$ cat src/rgbbl_pkg.sv
`default_nettype none

package rgbbl_pkg;

    // blend modes, coded as written to the mode register
    typedef enum logic [1:0] {
        MODE_ADD      = 2'd0,
        MODE_SUBTRACT = 2'd1,
        MODE_MULTIPLY = 2'd2,
        MODE_AVERAGE  = 2'd3
    } mode_t;

    // configuration register indexes
    localparam logic CFG_IDX_MODE   = 1'b0;
    localparam logic CFG_IDX_FACTOR = 1'b1;

    localparam int CFG_DATA_W = 9;

    localparam logic [8:0]  FACTOR_ONE  = 9'd256;
    localparam logic [7:0]  CH_MAX      = 8'd255;
    localparam logic [15:0] MUL_SCALE   = 16'd65280;
    // floor(q / 255) == (q * RECIP_255) >> 23 for any 16-bit q
    localparam logic [15:0] RECIP_255   = 16'h8081;

    typedef struct packed {
        logic [7:0] left_red;
        logic [7:0] left_green;
        logic [7:0] left_blue;
        logic [7:0] right_red;
        logic [7:0] right_green;
        logic [7:0] right_blue;
        logic       last_in;
    } in_item_t;

    typedef struct packed {
        logic [7:0] out_red;
        logic [7:0] out_green;
        logic [7:0] out_blue;
        logic       last_out;
    } out_item_t;

    // per-stage load enables
    typedef struct packed {
        logic s1;
        logic s2;
        logic s3;
        logic s4;
    } pipe_en_t;

endpackage

`default_nettype wire

$ cat src/rgb8_blend_modes_top.sv
`default_nettype none

// channel  | handshake                 | payload
// ---------+---------------------------+--------------------------------
// pixel in | src_valid / src_stall     | src_item (left and right rgb)
// pixel out| dst_valid / dst_stall     | dst_item (blended rgb, last)
// config   | cfg_we, cfg_index         | cfg_data (mode or factor)
//
// four register stages, one item per cycle while dst_stall is low
// stages: factor products, linear finish or scale product, divide by 255, output
// each stage loads when it is empty or its successor loads, so bubbles close up
// under an output stall and the pipe keeps taking items until all four stages hold one
// reset clears the valid bits and sets mode to add and factor to one

module rgb8_blend_modes_top (
    input  wire logic                clk,
    input  wire logic                rst_n,
    input  wire logic                src_valid,
    output logic                     src_stall,
    input  wire rgbbl_pkg::in_item_t src_item,
    output logic                     dst_valid,
    input  wire logic                dst_stall,
    output rgbbl_pkg::out_item_t     dst_item,
    input  wire logic                cfg_we,
    input  wire logic                cfg_index,
    input  wire logic [rgbbl_pkg::CFG_DATA_W-1:0] cfg_data
);
    import rgbbl_pkg::*;

    // configuration registers
    mode_t      mode_reg;
    logic [8:0] factor_reg;
    logic [8:0] factor_clamped;

    // valid bits travelling with the data
    logic v1_reg;
    logic v2_reg;
    logic v3_reg;
    logic v4_reg;

    // last-pixel flag alongside the channels
    logic last1_reg;
    logic last2_reg;
    logic last3_reg;
    logic last4_reg;

    pipe_en_t en;

    logic [7:0] red_res;
    logic [7:0] green_res;
    logic [7:0] blue_res;

    always_ff @(posedge clk or negedge rst_n)
    begin
        if (!rst_n)
        begin
            mode_reg   <= MODE_ADD;
            factor_reg <= FACTOR_ONE;
        end
        else if (cfg_we)
        begin
            if (cfg_index == CFG_IDX_MODE)
            begin
                mode_reg <= mode_t'(cfg_data[1:0]);
            end
            else
            begin
                factor_reg <= cfg_data;
            end
        end
    end

    // strength above one means full strength
    assign factor_clamped = (factor_reg > FACTOR_ONE) ? FACTOR_ONE : factor_reg;

    // load enables, from the output backwards
    always_comb
    begin
        en.s4 = !v4_reg || !dst_stall;
        en.s3 = !v3_reg || en.s4;
        en.s2 = !v2_reg || en.s3;
        en.s1 = !v1_reg || en.s2;
    end

    assign src_stall = !en.s1;

    always_ff @(posedge clk or negedge rst_n)
    begin
        if (!rst_n)
        begin
            v1_reg <= 1'b0;
            v2_reg <= 1'b0;
            v3_reg <= 1'b0;
            v4_reg <= 1'b0;
        end
        else
        begin
            if (en.s1)
            begin
                v1_reg <= src_valid;
            end
            if (en.s2)
            begin
                v2_reg <= v1_reg;
            end
            if (en.s3)
            begin
                v3_reg <= v2_reg;
            end
            if (en.s4)
            begin
                v4_reg <= v3_reg;
            end
        end
    end

    always_ff @(posedge clk)
    begin
        if (en.s1)
        begin
            last1_reg <= src_item.last_in;
        end
        if (en.s2)
        begin
            last2_reg <= last1_reg;
        end
        if (en.s3)
        begin
            last3_reg <= last2_reg;
        end
        if (en.s4)
        begin
            last4_reg <= last3_reg;
        end
    end

    // one datapath per colour channel
    rgbbl_chan u_red (
        .clk    (clk),
        .en     (en),
        .mode   (mode_reg),
        .factor (factor_clamped),
        .left   (src_item.left_red),
        .right  (src_item.right_red),
        .result (red_res)
    );

    rgbbl_chan u_green (
        .clk    (clk),
        .en     (en),
        .mode   (mode_reg),
        .factor (factor_clamped),
        .left   (src_item.left_green),
        .right  (src_item.right_green),
        .result (green_res)
    );

    rgbbl_chan u_blue (
        .clk    (clk),
        .en     (en),
        .mode   (mode_reg),
        .factor (factor_clamped),
        .left   (src_item.left_blue),
        .right  (src_item.right_blue),
        .result (blue_res)
    );

    assign dst_valid          = v4_reg;
    assign dst_item.out_red   = red_res;
    assign dst_item.out_green = green_res;
    assign dst_item.out_blue  = blue_res;
    assign dst_item.last_out  = last4_reg;

endmodule

`default_nettype wire

$ cat src/rgbbl_chan.sv
`default_nettype none

module rgbbl_chan (
    input  wire logic              clk,
    input  wire rgbbl_pkg::pipe_en_t en,
    input  wire rgbbl_pkg::mode_t  mode,
    input  wire logic [8:0]        factor,
    input  wire logic [7:0]        left,
    input  wire logic [7:0]        right,
    output logic [7:0]             result
);
    import rgbbl_pkg::*;

    // stage 1 signals
    logic [8:0]  pair_sum;
    logic [7:0]  sub_base;
    logic [8:0]  mul_a;
    logic [8:0]  mul_b;
    logic [8:0]  factor_inv;
    logic [17:0] t1_next;
    logic [17:0] t2_next;

    logic [17:0] t1_reg;
    logic [17:0] t2_reg;
    logic [7:0]  left1_reg;
    mode_t       mode1_reg;

    // stage 2 signals
    logic [18:0] mix_sum;
    logic [10:0] add_sum;
    logic [15:0] mul_scale_x;
    logic [23:0] mul_prod;
    logic [7:0]  lin_next;

    logic [7:0]  lin2_reg;
    logic [15:0] quot2_reg;
    mode_t       mode2_reg;

    // stage 3 signals
    logic [31:0] recip_prod;

    logic [7:0]  lin3_reg;
    logic [7:0]  mulres3_reg;
    mode_t       mode3_reg;

    logic [7:0]  result_reg;
    logic [7:0]  result_next;

    // stage 1: operand selection and the two factor products
    always_comb
    begin
        pair_sum   = {1'b0, left} + {1'b0, right};
        sub_base   = (pair_sum > {1'b0, CH_MAX}) ? 8'(pair_sum - {1'b0, CH_MAX}) : 8'd0;
        factor_inv = FACTOR_ONE - factor;
        unique case (mode)
            MODE_ADD:
            begin
                mul_a = {1'b0, right};
                mul_b = 9'd0;
            end
            MODE_SUBTRACT:
            begin
                mul_a = {1'b0, sub_base};
                mul_b = {1'b0, left};
            end
            MODE_MULTIPLY:
            begin
                mul_a = {1'b0, CH_MAX - right};
                mul_b = 9'd0;
            end
            MODE_AVERAGE:
            begin
                mul_a = pair_sum;
                mul_b = {left, 1'b0};
            end
            default:
            begin
                mul_a = 9'd0;
                mul_b = 9'd0;
            end
        endcase
        t1_next = mul_a * factor;
        t2_next = mul_b * factor_inv;
    end

    always_ff @(posedge clk)
    begin
        if (en.s1)
        begin
            t1_reg    <= t1_next;
            t2_reg    <= t2_next;
            left1_reg <= left;
            mode1_reg <= mode;
        end
    end

    // stage 2: linear modes finish, multiply mode takes its second product
    always_comb
    begin
        mix_sum     = {1'b0, t1_reg} + {1'b0, t2_reg};
        add_sum     = {3'b000, left1_reg} + {1'b0, t1_reg[17:8]};
        mul_scale_x = MUL_SCALE - t1_reg[15:0];
        mul_prod    = left1_reg * mul_scale_x;
        case (mode1_reg)
            MODE_ADD:      lin_next = (add_sum > {3'b000, CH_MAX}) ? CH_MAX : add_sum[7:0];
            MODE_SUBTRACT: lin_next = mix_sum[15:8];
            MODE_AVERAGE:  lin_next = mix_sum[16:9];
            default:       lin_next = 8'd0;
        endcase
    end

    always_ff @(posedge clk)
    begin
        if (en.s2)
        begin
            lin2_reg  <= lin_next;
            quot2_reg <= mul_prod[23:8];
            mode2_reg <= mode1_reg;
        end
    end

    // stage 3: divide by 255 through the reciprocal
    assign recip_prod = quot2_reg * RECIP_255;

    always_ff @(posedge clk)
    begin
        if (en.s3)
        begin
            lin3_reg    <= lin2_reg;
            mulres3_reg <= recip_prod[30:23];
            mode3_reg   <= mode2_reg;
        end
    end

    // stage 4: output register
    assign result_next = (mode3_reg == MODE_MULTIPLY) ? mulres3_reg : lin3_reg;

    always_ff @(posedge clk)
    begin
        if (en.s4)
        begin
            result_reg <= result_next;
        end
    end

    assign result = result_reg;

endmodule

`default_nettype wire
$ cat config.mk
export PLATFORM = sky130hd
export DESIGN_NAME = rgb8_blend_modes_top
export DESIGN_NICKNAME = d
export VERILOG_FILES = /design/src/rgbbl_pkg.sv /design/src/rgb8_blend_modes_top.sv /design/src/rgbbl_chan.sv
export SDC_FILE = /design/constraint.sdc
export NUM_CORES = 2
export LEC_CHECK = 0
export BUFFER_PORTS_ARGS = -buffer_cell sky130_fd_sc_hd__buf_2
export CAP_MARGIN = 10
export CORE_ASPECT_RATIO = 0.8
export CORE_MARGIN = 1
export CORE_UTILIZATION = 50
export DETAILED_ROUTE_END_ITERATION = 8
export GPL_TIMING_DRIVEN = 0
export HOLD_SLACK_MARGIN = 0.15
export PLACE_DENSITY = 0.68
export SKIP_CTS_REPAIR_TIMING = 1
export SLEW_MARGIN = 20
export SYNTH_ARGS = -nofsm -noshare
export SYNTH_HDL_FRONTEND = slang
export SYNTH_SLANG_ARGS = --single-unit
$ cat constraint.sdc
create_clock -name clk -period 7 [get_ports clk]
set_input_delay 0.7 -clock clk [delete_from_list [all_inputs] [get_ports clk]]
set_output_delay 0.7 -clock clk [all_outputs]
set_load 0.01 [all_outputs]
==> run metrics <==
result of the run=completed; unrepaired setup endpoints after global routing=yes; clock buffers created by TritonCTS=37; Max Fclk=0.145 GHz; number of synthesized flops with an enable pin=283; mean routed wirelength per cell=around 20 um; R2R setup slack=approximately 0.13 ns; Total Nets Final=about 6000; summed negative setup slack over all endpoints=0 ns; final critical-path share of the clock period=98.4%; effective utilization at floorplan=50.6%; fraction of registers with async set or reset after synthesis=5.03%; cell total after placement=slightly below 6000; cell type with the largest total area after synthesis=sky130_fd_sc_hd__fa_1; number of standard cells in the layout, taps in and fillers out=5989; Vias per Instance=between 5 and 6; standard-cell rows=between 90 and 100; Max-Cap Viols=0; Synth Cell Area=approximately 0.044 mm^2; worst r2r path cells=21; cell types with the highest counts after synthesis=sky130_fd_sc_hd__inv_1 (678), sky130_fd_sc_hd__ha_1 (637), sky130_fd_sc_hd__fa_1 (552), sky130_fd_sc_hd__nand2_1 (481), sky130_fd_sc_hd__nor2_1 (370); placed cell area=around 0.046 mm^2; part of the Yosys area used for sequential elements=20.0%; wire length of the first global-routing pass=183000 um; type of origin of the critical path=input pin; DRT Wirelength=117000 um; area share of the largest cell type after synthesis=24.9%; overall track demand over capacity in global routing=a little over a quarter; largest net degree at the start of global routing=53; detailed router's first-iteration violation count=2773; final-report max-slew violation count=0; area of all placed cells without fillers=0.0490 mm^2; final hold violation count=0; number of synthesized register bits=298; initial antenna violation count=5; clock tree from TritonCTS=built; mean area per synthesized cell=9.65 um^2; biggest fanout along the worst timing path=9; clock insertion delay at the later pin of the skew report=0.58 ns; clock transition at the registers of the reported paths=0.06 ns; final setup violating endpoints=0; area of the die=0.0899 mm^2; Yosys warnings=0; measured slew at the worst slew-check pin=1.05 ns; fraction of layout instances using a drive strength above 1=9.30%; Worst Path Required=7.30 ns; number of H-tree levels=2; total via count in the routed design=33900; skew final=0.0238 ns; worst hold-check path type=in2async; clk buf depth=3; routability congestion estimate from global placement=0.957; most common cell in the synthesized netlist=sky130_fd_sc_hd__inv_1; Clock Root Buffer=sky130_fd_sc_hd__clkbuf_16; remaining design rule violation count=0; category of the critical setup timing path=in2reg; gate count after technology mapping=4599; Sinks on Clock Net=around 300; flip-flop and latch area=0.00888 mm^2; number of top-level pins=91; data arrival time of the critical path=roughly 7 ns; die height=268 um; most frequent cell on the critical path=sky130_fd_sc_hd__fa_1; antenna-violating nets left=0; half-perimeter wire length after detailed placement=94200 um; largest cells by area after synthesis=sky130_fd_sc_hd__fa_1 (25%), sky130_fd_sc_hd__edfxtp_1 (19%), sky130_fd_sc_hd__ha_1 (18%); Yosys cell types=79; filler cell count in the final layout=7748; slowest cell on the critical path=sky130_fd_sc_hd__fa_1; final critical-path required period=6.89 ns; number of input and output port buffers inserted=90; Initial DRT Pass Iterations=6; endpoint kind of the worst setup timing path=flip-flop; Core Area=0.0877 mm^2; GRT overflow=0; Multi-input gate area=0.0335 mm^2; via count of the first global-routing pass=between 30000 and 40000; synth-to-layout area growth=10.4%; crit-path max cell delay=0.50 ns; Min Hold Slack=around 0.14 ns; commonest register cell after synthesis=sky130_fd_sc_hd__edfxtp_1; Syn Nets=approximately 5900; Die X-Extent=335 um; remaining max-slew budget at the tightest pin=between 30% and 40%
==> cell type report <==
class,instances,share of cell area (%)
Multi-Input combinational cell,3505,68.4
Timing Repair Buffer,138,1.81
Clock inverter,21,0.411
Antenna cell,5,0.0256
Clock buffer,43,1.98
Sequential cell,298,18.1
Buffer,111,0.991
Inverter,680,5.23
Tap cell,1188,3.04
==> layer usage <==
layer  global-route usage (%)  vias up  share of wire, %
met5                     1.01        -            0.0094
met4                     6.32        2               2.5
met3                     7.40      203                12
met2                     38.3     1446                41
met1                     38.4    16600                45
li1                         -    15600                 -
==> path summary, 6_finish.rpt <==
| kind | from | to |
|---|---|---|
| max | src_item[41] | u_red.t1_reg[16] |
| min | rst_n | factor_reg[4] |
| max reg2reg | factor_reg[8] | u_red.t2_reg[16] |
| min reg2reg | u_blue.lin2_reg[2] | u_blue.lin3_reg[2] |
| max in group asynchronous | rst_n | mode_reg[0] |
| min in group clk | src_item[0] | last1_reg |
==> cells by family (layout without fill, tap and decap cells) <==
logic type / count (synthesis) / after routing / synth area share, %
flops: 298 / 298 / 20.0
compound gates: 575 / 575 / 8.78
other cells: 0 / 5 / 0
fa+ha+maj: 1189 / 1189 / 42.9
simple gates: 1436 / 1436 / 15.2
buf+inv: 796 / 993 / 6.76
mux: 57 / 57 / 1.43
xor+xnor: 248 / 248 / 4.90
==> critical path: cells and delay by family <==
kind	cells	cell delay [ns]
fa+ha+maj	7	2.84
compound gates	10	1.98
simple gates	3	0.92
buf+inv	6	0.63
xor+xnor	1	0.11
==> placed cells by master, fill, tap and decap left out, types with 11 or more instances in the layout <==
cell type,instances
sky130_fd_sc_hd__buf_2,91
sky130_fd_sc_hd__inv_1,676
sky130_fd_sc_hd__o21ai_0,98
sky130_fd_sc_hd__a21oi_1,133
sky130_fd_sc_hd__clkbuf_16,38
sky130_fd_sc_hd__a21boi_0,11
sky130_fd_sc_hd__mux2_2,51
sky130_fd_sc_hd__xor2_1,71
sky130_fd_sc_hd__a31oi_1,16
sky130_fd_sc_hd__xnor2_2,12
sky130_fd_sc_hd__edfxtp_1,283
sky130_fd_sc_hd__nor2_1,366
sky130_fd_sc_hd__nor3_1,83
sky130_fd_sc_hd__a211o_1,12
sky130_fd_sc_hd__xnor2_1,149
sky130_fd_sc_hd__o211ai_1,16
sky130_fd_sc_hd__fa_1,545
sky130_fd_sc_hd__a211oi_1,16
sky130_fd_sc_hd__nand4_1,15
sky130_fd_sc_hd__buf_4,47
sky130_fd_sc_hd__clkbuf_1,80
sky130_fd_sc_hd__or2_2,15
sky130_fd_sc_hd__and3_1,31
sky130_fd_sc_hd__o21a_1,36
sky130_fd_sc_hd__ha_1,627
sky130_fd_sc_hd__nand2b_1,56
sky130_fd_sc_hd__and2_1,203
sky130_fd_sc_hd__dfrtp_1,13
sky130_fd_sc_hd__a21o_1,49
sky130_fd_sc_hd__nor2b_1,39
sky130_fd_sc_hd__or3_1,21
sky130_fd_sc_hd__nand2_1,479
sky130_fd_sc_hd__clkbuf_2,17
sky130_fd_sc_hd__o21bai_1,16
sky130_fd_sc_hd__nand3_1,66
==> per-stage QoR <==
step | util [%] | worst slack [ns]
5_1_grt | 55.8 | -0.102
3_3_place_gp | 52.8 | -1.32
6_report | 55.8 | 0.110
4_1_cts | 54.3 | -1.47
2_1_floorplan | - | -0.0210
3_5_place_dp | 52.9 | -1.43
Power is left out: the tool's default activity adds up to more than one toggle a clock period on the data nets, which glitch-free logic cannot reach.
